$ cat config.mk
export PLATFORM = sky130hd
export DESIGN_NAME = iwe_controller
export DESIGN_NICKNAME = d
export VERILOG_FILES = /design/src/rtl/iwe_pkg.sv /design/src/rtl/iwe_controller.sv
export SDC_FILE = /design/constraint.sdc
export NUM_CORES = 1
export LEC_CHECK = 0
export ABC_AREA = 1
export ABC_CLOCK_PERIOD_IN_PS = 1390
export BUFFER_PORTS_ARGS = -buffer_cell sky130_fd_sc_hd__buf_2
export CAP_MARGIN = 20
export CELL_PAD_IN_SITES_DETAIL_PLACEMENT = 1
export CELL_PAD_IN_SITES_GLOBAL_PLACEMENT = 1
export CORE_MARGIN = 4
export CORE_UTILIZATION = 34
export CTS_CLUSTER_DIAMETER = 30
export DETAILED_ROUTE_END_ITERATION = 6
export GPL_TIMING_DRIVEN = 0
export PLACE_DENSITY_LB_ADDON = 0.1
export SLEW_MARGIN = 5
export SYNTH_ARGS = -nofsm -noshare
export SYNTH_HDL_FRONTEND = slang
export SYNTH_SLANG_ARGS = --single-unit
$ cat constraint.sdc
create_clock -name clk_i -period 1.39 [get_ports clk_i]
set_input_delay 0.139 -clock clk_i [delete_from_list [all_inputs] [get_ports clk_i]]
set_output_delay 0.139 -clock clk_i [all_outputs]
set_load 0.03 [all_outputs]
$ cat src/rtl/iwe_pkg.sv
package iwe_pkg;

  localparam int unsigned MemWordsDefault = 1024;
  localparam int unsigned WordW = 40;
  localparam int unsigned HalfW = 20;
  localparam int unsigned AddrInW = 10;
  localparam int unsigned PcW = 10;

  typedef enum logic [1:0] {
    ModeWrite = 2'd0,
    ModeRead  = 2'd1,
    ModeExec  = 2'd2,
    ModeNone  = 2'd3
  } mode_e;

  typedef enum logic [1:0] {
    StatDone   = 2'd0,
    StatHalted = 2'd1,
    StatJump   = 2'd2,
    StatUnused = 2'd3
  } status_e;

  localparam logic [7:0] OpLoad  = 8'h01;
  localparam logic [7:0] OpAdd   = 8'h05;
  localparam logic [7:0] OpSub   = 8'h06;
  localparam logic [7:0] OpStor  = 8'h21;
  localparam logic [7:0] OpLsh   = 8'h14;
  localparam logic [7:0] OpMul   = 8'h0B;
  localparam logic [7:0] OpLdMq  = 8'h0A;
  localparam logic [7:0] OpLdMqM = 8'h09;
  localparam logic [7:0] OpJump  = 8'h0D;

  // Datapath operations selected by the controller.
  typedef enum logic [3:0] {
    DpNop,
    DpClear,      // clear one store entry during the pass after reset
    DpCapture,    // latch request fields
    DpMemWrite,   // write request data at request address
    DpMemRead,    // launch a read at request address
    DpFetch,      // launch a read at the program counter
    DpLatchWord,  // latch fetched instruction word
    DpOperand,    // launch operand read of current half
    DpExecute,    // apply current half with registered operand
    DpMulStep,    // one partial-product step of the multiplier
    DpMulFinish,  // sign-correct and commit the product
    DpLatchRead,  // latch read data for the result
    DpPcNext,     // advance PC by one
    DpPcJump      // PC takes the jump target
  } dp_op_e;

  typedef struct packed {
    dp_op_e     op;
    logic       right_half;
    logic [1:0] step;
  } dp_cmd_t;

  typedef struct packed {
    mode_e      mode;
    logic       word_valid;   // the addressed word was ever written
    logic [7:0] opcode;       // opcode of the selected half
    logic       clear_last;   // the clearing pass is at its last entry
  } dp_stat_t;

endpackage

$ cat src/rtl/iwe_controller.sv
module iwe_controller (
  input  logic              clk_i,
  input  logic              rst_ni,
  input  logic              valid_i,
  output logic              ready_o,
  output logic              valid_o,
  input  logic              ready_i,
  output logic [1:0]        status_o,
  output iwe_pkg::dp_cmd_t  cmd_o,
  input  iwe_pkg::dp_stat_t stat_i
);
  import iwe_pkg::*;

  typedef enum logic [3:0] {
    StClear, StIdle, StDispatch, StReadWait, StFetchWait, StDecode,
    StOperand, StExec, StMul, StMulDone, StFinish, StOut
  } state_e;

  state_e     state_q;
  logic       right_q;
  logic [1:0] step_q;
  logic       jumped_q;
  logic [1:0] status_q;

  assign ready_o  = (state_q == StIdle);
  assign valid_o  = (state_q == StOut);
  assign status_o = status_q;

  always_comb begin
    cmd_o.op         = DpNop;
    cmd_o.right_half = right_q;
    cmd_o.step       = step_q;
    case (state_q)
      StClear:    cmd_o.op = DpClear;
      StIdle:     if (valid_i) cmd_o.op = DpCapture;
      StDispatch: begin
        case (stat_i.mode)
          ModeWrite: cmd_o.op = DpMemWrite;
          ModeRead:  cmd_o.op = DpMemRead;
          ModeExec:  cmd_o.op = DpFetch;
          default:   cmd_o.op = DpNop;
        endcase
      end
      StReadWait:  cmd_o.op = DpLatchRead;
      StFetchWait: if (stat_i.word_valid) cmd_o.op = DpLatchWord;
      StOperand:   cmd_o.op = DpOperand;
      StExec:      cmd_o.op = DpExecute;
      StMul:       cmd_o.op = DpMulStep;
      StMulDone:   cmd_o.op = DpMulFinish;
      StFinish:    cmd_o.op = jumped_q ? DpPcJump : DpPcNext;
      default:     cmd_o.op = DpNop;
    endcase
  end

  always_ff @(posedge clk_i or negedge rst_ni) begin
    if (!rst_ni) begin
      state_q  <= StClear;
      right_q  <= 1'b0;
      step_q   <= '0;
      jumped_q <= 1'b0;
      status_q <= StatDone;
    end else begin
      case (state_q)
        StClear: if (stat_i.clear_last) state_q <= StIdle;
        StIdle: if (valid_i) begin
          state_q  <= StDispatch;
          right_q  <= 1'b0;
          jumped_q <= 1'b0;
          status_q <= StatDone;
        end
        StDispatch: begin
          case (stat_i.mode)
            ModeRead: state_q <= StReadWait;
            ModeExec: state_q <= StFetchWait;
            default:  state_q <= StOut;
          endcase
        end
        StReadWait: state_q <= StOut;
        StFetchWait: begin
          if (stat_i.word_valid) state_q <= StDecode;
          else begin
            status_q <= StatHalted;
            state_q  <= StOut;
          end
        end
        StDecode:  state_q <= StOperand;
        StOperand: state_q <= StExec;
        StExec: begin
          step_q <= '0;
          if (stat_i.opcode == OpMul) state_q <= StMul;
          else if (stat_i.opcode == OpJump) begin
            jumped_q <= 1'b1;
            status_q <= StatJump;
            state_q  <= StFinish;
          end else if (!right_q) begin
            right_q <= 1'b1;
            state_q <= StOperand;
          end else state_q <= StFinish;
        end
        StMul: begin
          step_q <= step_q + 2'd1;
          if (step_q == 2'd3) state_q <= StMulDone;
        end
        StMulDone: begin
          if (!right_q) begin
            right_q <= 1'b1;
            state_q <= StOperand;
          end else state_q <= StFinish;
        end
        StFinish: state_q <= StOut;
        StOut: if (ready_i) state_q <= StIdle;
        default: state_q <= StIdle;
      endcase
    end
  end
endmodule

## Yosys cells after proc, flatten, opt, wreduce, memory -nomap -nowiden

Index checks and enable logic that the tools add are counted.

| cells by class | value |
|---|---|
| $add $sub $neg | 1 |
| equal/unequal tests | 24 |
| muxes and demuxes | 28 |
| reductions and logical operators | 11 |

Operator list:

| kind | number |
|---|---|
| 4-bit one-hot mux with 11 select lines | 1 |
| 4-bit one-hot mux with 10 select lines | 1 |
| 4-bit two-way mux | 8 |
| 4-bit by 3-bit == test with 1-bit output (second input constant) | 4 |
| 4-bit == test (second input constant) | 4 |
| 8-bit by 4-bit == test with 1-bit output (second input constant) | 2 |
| 2-bit inequality test (second input constant) | 7 |
| 4-bit AND reduction | 3 |
| 2-bit two-way mux | 5 |
| 3-bit one-hot mux with 3 select lines | 1 |
| 4-bit by 2-bit == test with 1-bit output (second input constant) | 2 |
| 4-bit one-hot mux with 2 select lines | 1 |
| 1-bit two-way mux | 6 |
| 2-bit one-hot mux with 3 select lines | 1 |
| 3-bit nonzero test | 2 |
| 5-bit AND reduction | 1 |
| 2-bit == test (second input constant) | 2 |
| 4-bit by 1-bit == test with 1-bit output (second input constant) | 1 |
| 4-bit zero test | 1 |
| 2-bit one-hot mux with 2 select lines | 1 |
| 2-bit nonzero test | 2 |
| 3-bit two-way mux | 1 |
| 1-bit one-hot mux with 3 select lines | 1 |
| 2-bit by 1-bit adder with 2-bit output (second input constant) | 1 |
| other kinds (5) | 5 |

| word-level totals | value |
|---|---|
| bits in registers | 10 |
| output and inout bits | 11 |

## Longest topological paths before layout

| depth | value |
|---|---|
| depth after elaboration | 4 |
| depth in mapped cells | 9 |
| mapped depth without buffers | 9 |

## Worst setup path before layout

Ideal clock, no wire load.

| path | value |
|---|---|
| path type | flip-flop to output port |
| start | register state_q[2] |
| end | output cmd_o[3] in the netlist's numbering |
| data arrival time | 1872 ps |
| setup slack | -621 ps |
| cell stages (with the launch flop) | 4 |
| cell sequence | dfrtp_1 > nor2_1 > nand2_1 > o311ai_0 |

RTL lines:

| element | line | RTL |
|---|---|---|
| start: declaration | iwe_controller.sv:19 | `state_e state_q;` |
| start signal: assignment | iwe_controller.sv:57 | `state_q <= StClear;` |
| start signal: assignment | iwe_controller.sv:64 | `StClear: if (stat_i.clear_last) state_q <= StIdle;` |
| start signal: assignment | iwe_controller.sv:66 | `state_q <= StDispatch;` |
| end: declaration | iwe_controller.sv:9 | `output iwe_pkg::dp_cmd_t cmd_o,` |

==> out/summary.md <==
The cell repeated most along the worst path was sky130_fd_sc_hd__nor2_4. Clock sink count: 10. The share of flip-flops with an asynchronous set or reset after synthesis works out to 1.00. The layer with the highest usage after global routing is met2. The global-route met1 utilization was 0.217; the combinational share of power was 0.751. For the internal power component, the log shows 1.61 mW. The worst setup path is captured at an output port. The share of cell area taken by muxes after synthesis works out to 0. The min-delay analysis places its worst path in the category in2reg.

Once placement completed, the tool counted placed cells totaling 199. When the netlist entered floorplanning its net count stood at 165. TritonCTS built the clock tree.

The post-synthesis share of cell area spent on xor and xnor gates came out at 0. The run finished, with violations left. The logs give 225 for the count of non-filler cells in the finished layout and 1,168 for the via count of the first global-routing pass.

In the layout the commonest cells are sky130_fd_sc_hd__nand2_1, sky130_fd_sc_hd__buf_4, sky130_fd_sc_hd__buf_2, sky130_fd_sc_hd__inv_1, sky130_fd_sc_hd__nor2_1. After routing, the total negative slack on setup checks comes to -1.73 ns. The average wire per cell in the routed design came out at 16.3 um. The simple-gate share of the synthesized area is 0.436, and the detailed-route via count is 1,134. Dividing the detail-routed via count by the number of cells gives 5.04.

The share of total power consumed by net switching is 0.541. The tools report the number of cells produced by synthesis as 143. Traced cell by cell, the critical path runs through inv_4 > nand2_4 > nor2_4 > inv_2 > nor2_4 > nor2_2 > nand3_2 > buf_6. In this run the tool buffered the top-level ports with 26 buffer cells. The data required time of the worst path is 1.25 ns, and the leakage power summed over all cells is 0.818 nW. Largest family of logic cells by synthesized area: simple AND/OR/NAND/NOR gates. The share of the cycle needed by the critical path after routing came out at 1.18.

The number of hold-slack violations in the final timing report was 0; the placement row count was 18. The mean post-synth cell area works out to 6.36 um2. The later-pin clock latency in the skew report is 0.27 ns.

The clock network fraction of design power came out at 0.076. STA puts the critical path data arrival time at 1.51 ns. The fraction of the yosys area taken by sequential cells is 0.275.

For this block, the routed nets add up to 3.67 mm of wire. After filler insertion, the fill cell instance count of the layout stands at 339. Routability-driven placement finished with a final weighted congestion of 0.823. The critical path is of the reg2out type. The layout net count came out at 218. The global-route wire length before repair was 5.11 mm; the peak ir drop on the vdd network was 1.62 mV. The logs give 1100 um2 for the cell area after placement and 1 for the deepest level of the CTS H-tree. The global-route track usage on met2 is 0.377, and the die area is 3570 um2. The part of the total power dissipated in sequential elements is 0.174. The number of CTS-inserted buffers was 3. The x dimension of the die is 59.7 um.

The transition time at the pin with the least slew margin came out at 0.375 ns. The worst setup path is launched from a register. During synthesis, Yosys emitted a total of 0 warnings.

For this run, the slowest stage of the critical path takes 0.49 ns. The synthesized design contains 10 register bits. Once detail routing completed, the nets flagged for antenna violations numbered 0. Entering global routing, the biggest net connects 11 pins.

The completed layout was analyzed and its total power is 3.51 mW. For this design the ratio of total power to cell area is 2390 nW/um2. The register-to-register setup slack came out at -0.14 ns. The tools report the effective utilization at floorplan as 0.361. The detailed-route DRC error count was 0. The root buffer cell chosen for the clock tree is sky130_fd_sc_hd__clkbuf_4. Height of the die: 59.7 um. The post-route minimum period was 1.65 ns.

The longest clock path from root to sink contains 2 buffers. The share of layout cells above drive strength 1 came out at 0.518. The adder-cell share of the synthesized area was 0.0825. The library cell used most frequently in the layout, excluding fill and tap cells, is sky130_fd_sc_hd__nand2_1.

The tools report the distinct cell type count after synthesis as 21. Across the run, the number of max-cap violations was 0. For this run, the top clock speed supported by timing is 608 MHz. Setup repair after global routing could not meet its margin everywhere. The count of flip-flops with a built-in enable after synthesis works out to 0. The slowest stage of the critical path is the sky130_fd_sc_hd__dfrtp_2 cell.

The worst clock skew is 0.00229 ns. The tools report the HPWL reported at the end of detailed placement as 2.28 mm. Sorting the synthesized cells by area gives the leading types as sky130_fd_sc_hd__dfrtp_1, sky130_fd_sc_hd__nand2_1, sky130_fd_sc_hd__ha_1. The max-slew violation count was 0. The run gives 0.0130 as the met3 usage. The switching power is 1.90 mW. Setup violations remaining at the end of the flow were counted as 14.

The worst-case headroom to the max-slew limit was 0.749. The detailed router finished its first iteration with 28 violations. The area growth from synthesis to final layout is 61.9%.

The checks that failed: setup timing. The fraction of the mapped netlist area in compound gates came out at 0.0990. In the synthesized netlist the dominant register cell turns out to be sky130_fd_sc_hd__dfrtp_1. The logs give 27 for the I/O pin count and -0.255 ns for the final setup slack of the worst path.

The pre-antenna-repair detailed-routing pass consisted of 3 iterations. The share of the synthesized area in the top cell type was 0.275; the global routing usage summed across all routing layers was 0.196. The combined area of all synthesized cells was 910 um2; the number of antenna repair diodes was 0. After clock tree synthesis, the clock-pin slew on the worst setup and hold paths is 0.06 ns.

Core outline area: 2520 um2. The final core utilization was 0.584; the total global routing overflow was 0. Summing all non-filler instances in the final layout gives an area of 1470 um2. The biggest area contributor in the post-synthesis netlist is sky130_fd_sc_hd__dfrtp_1.

The number of antenna violations at the first check in global routing is 0, and the largest fanout on the critical path is 6.
==> cell families (layout without fill, tap and decap cells) <==
| family | after synthesis | in the layout |
|---|---|---|
| compound gates | 16 | 16 |
| simple gates | 86 | 86 |
| flops | 10 | 10 |
| buf+inv | 25 | 77 |
| fa+ha+maj | 6 | 6 |
==> sequential cells by signal (all words and copies together), names as in the netlist <==
register and cells:
jumped_q 1, state_q 4, right_q 1, step_q 2, status_o 2
==> per-layer routing <==
layer | wire length [um] | up-vias
met5 | 0 | -
met4 | 65 | 0
met3 | 68 | 7
met2 | 2030 | 18
met1 | 1500 | 553
li1 | - | 556
==> layout make-up <==
cell class | count | area, um2 | share of cell area
Buffer | 1 | 7.51 | 0.00510
Clock buffer | 4 | 36.3 | 0.0246
Inverter | 24 | 95.1 | 0.0646
Multi-Input combinational cell | 108 | 709 | 0.482
Sequential cell | 10 | 255 | 0.173
Tap cell | 30 | 37.5 | 0.0255
Timing Repair Buffer | 48 | 332 | 0.225
==> power groups by stage <==
stage	Combinational (mW)	Sequential (mW)	Clock, mW
after floorplan	1.24	0.590	0
after global placement	1.69	0.538	0
after global routing	2.85	0.622	0.293
final	2.64	0.610	0.265
after CTS	2.24	0.578	0.282
after detailed placement	1.74	0.547	0
==> stage by stage <==
| step | setup slack [ns] | hold WS (ns) |
|---|---|---|
| finish | -0.255 | 0.178 |
| global route | -0.335 | 0.173 |
| CTS | -0.229 | 0.140 |
| detailed placement | -0.133 | 0.0140 |
| global placement | -0.0805 | 0.00950 |
| floorplan | 0.00335 | -0.157 |
==> synth_stat cells (2+ instances only) <==
library cell / count
sky130_fd_sc_hd__nand3_1: 11
sky130_fd_sc_hd__a21oi_1: 4
sky130_fd_sc_hd__nor2_1: 19
sky130_fd_sc_hd__inv_1: 20
sky130_fd_sc_hd__nand2_1: 42
sky130_fd_sc_hd__o21ai_0: 6
sky130_fd_sc_hd__dfrtp_1: 10
sky130_fd_sc_hd__nor2_2: 2
sky130_fd_sc_hd__ha_1: 6
sky130_fd_sc_hd__inv_2: 4
sky130_fd_sc_hd__nand4_1: 4
sky130_fd_sc_hd__nor2_4: 2
sky130_fd_sc_hd__o21ai_1: 2
sky130_fd_sc_hd__nand2_2: 4
==> worst max-delay path, delay by kind of cell, from the launching register on <==
family | cells | cell delay [ns]
DFF | 1 | 0.49
and+or+nand+nor | 5 | 0.41
buffers and inverters | 3 | 0.33
==> what timing repair did <==
| item | 4_1_cts | 5_1_grt |
|---|---|---|
| setup buffers | 11 | 10 |
| pin swaps | 4 | 7 |
| endpoints found under the hold margin | 10 | 0 |
| gates resized for setup | 38 | 19 |
| endpoints found under the setup margin | 13 | 15 |
| hold buffers | 1 | 0 |
==> final timing paths <==
kind / startpoint / end / depth (start not counted)
worst max-delay path: state_q[3]$_DFFE_PN0P_ / cmd_o[4] / 8
worst min register to register: status_o[1]$_DFFE_PN0P_ / status_o[1]$_DFFE_PN0P_ / 2
worst max register to register: state_q[3]$_DFFE_PN0P_ / state_q[1]$_DFFE_PN0P_ / 8
worst min-delay path: ready_i / state_q[1]$_DFFE_PN0P_ / 4
max in group asynchronous: rst_ni / state_q[2]$_DFFE_PN0P_ / 2
min in group asynchronous: rst_ni / step_q[1]$_DFFE_PN0P_ / 2
(Power assumes the default switching activity.)
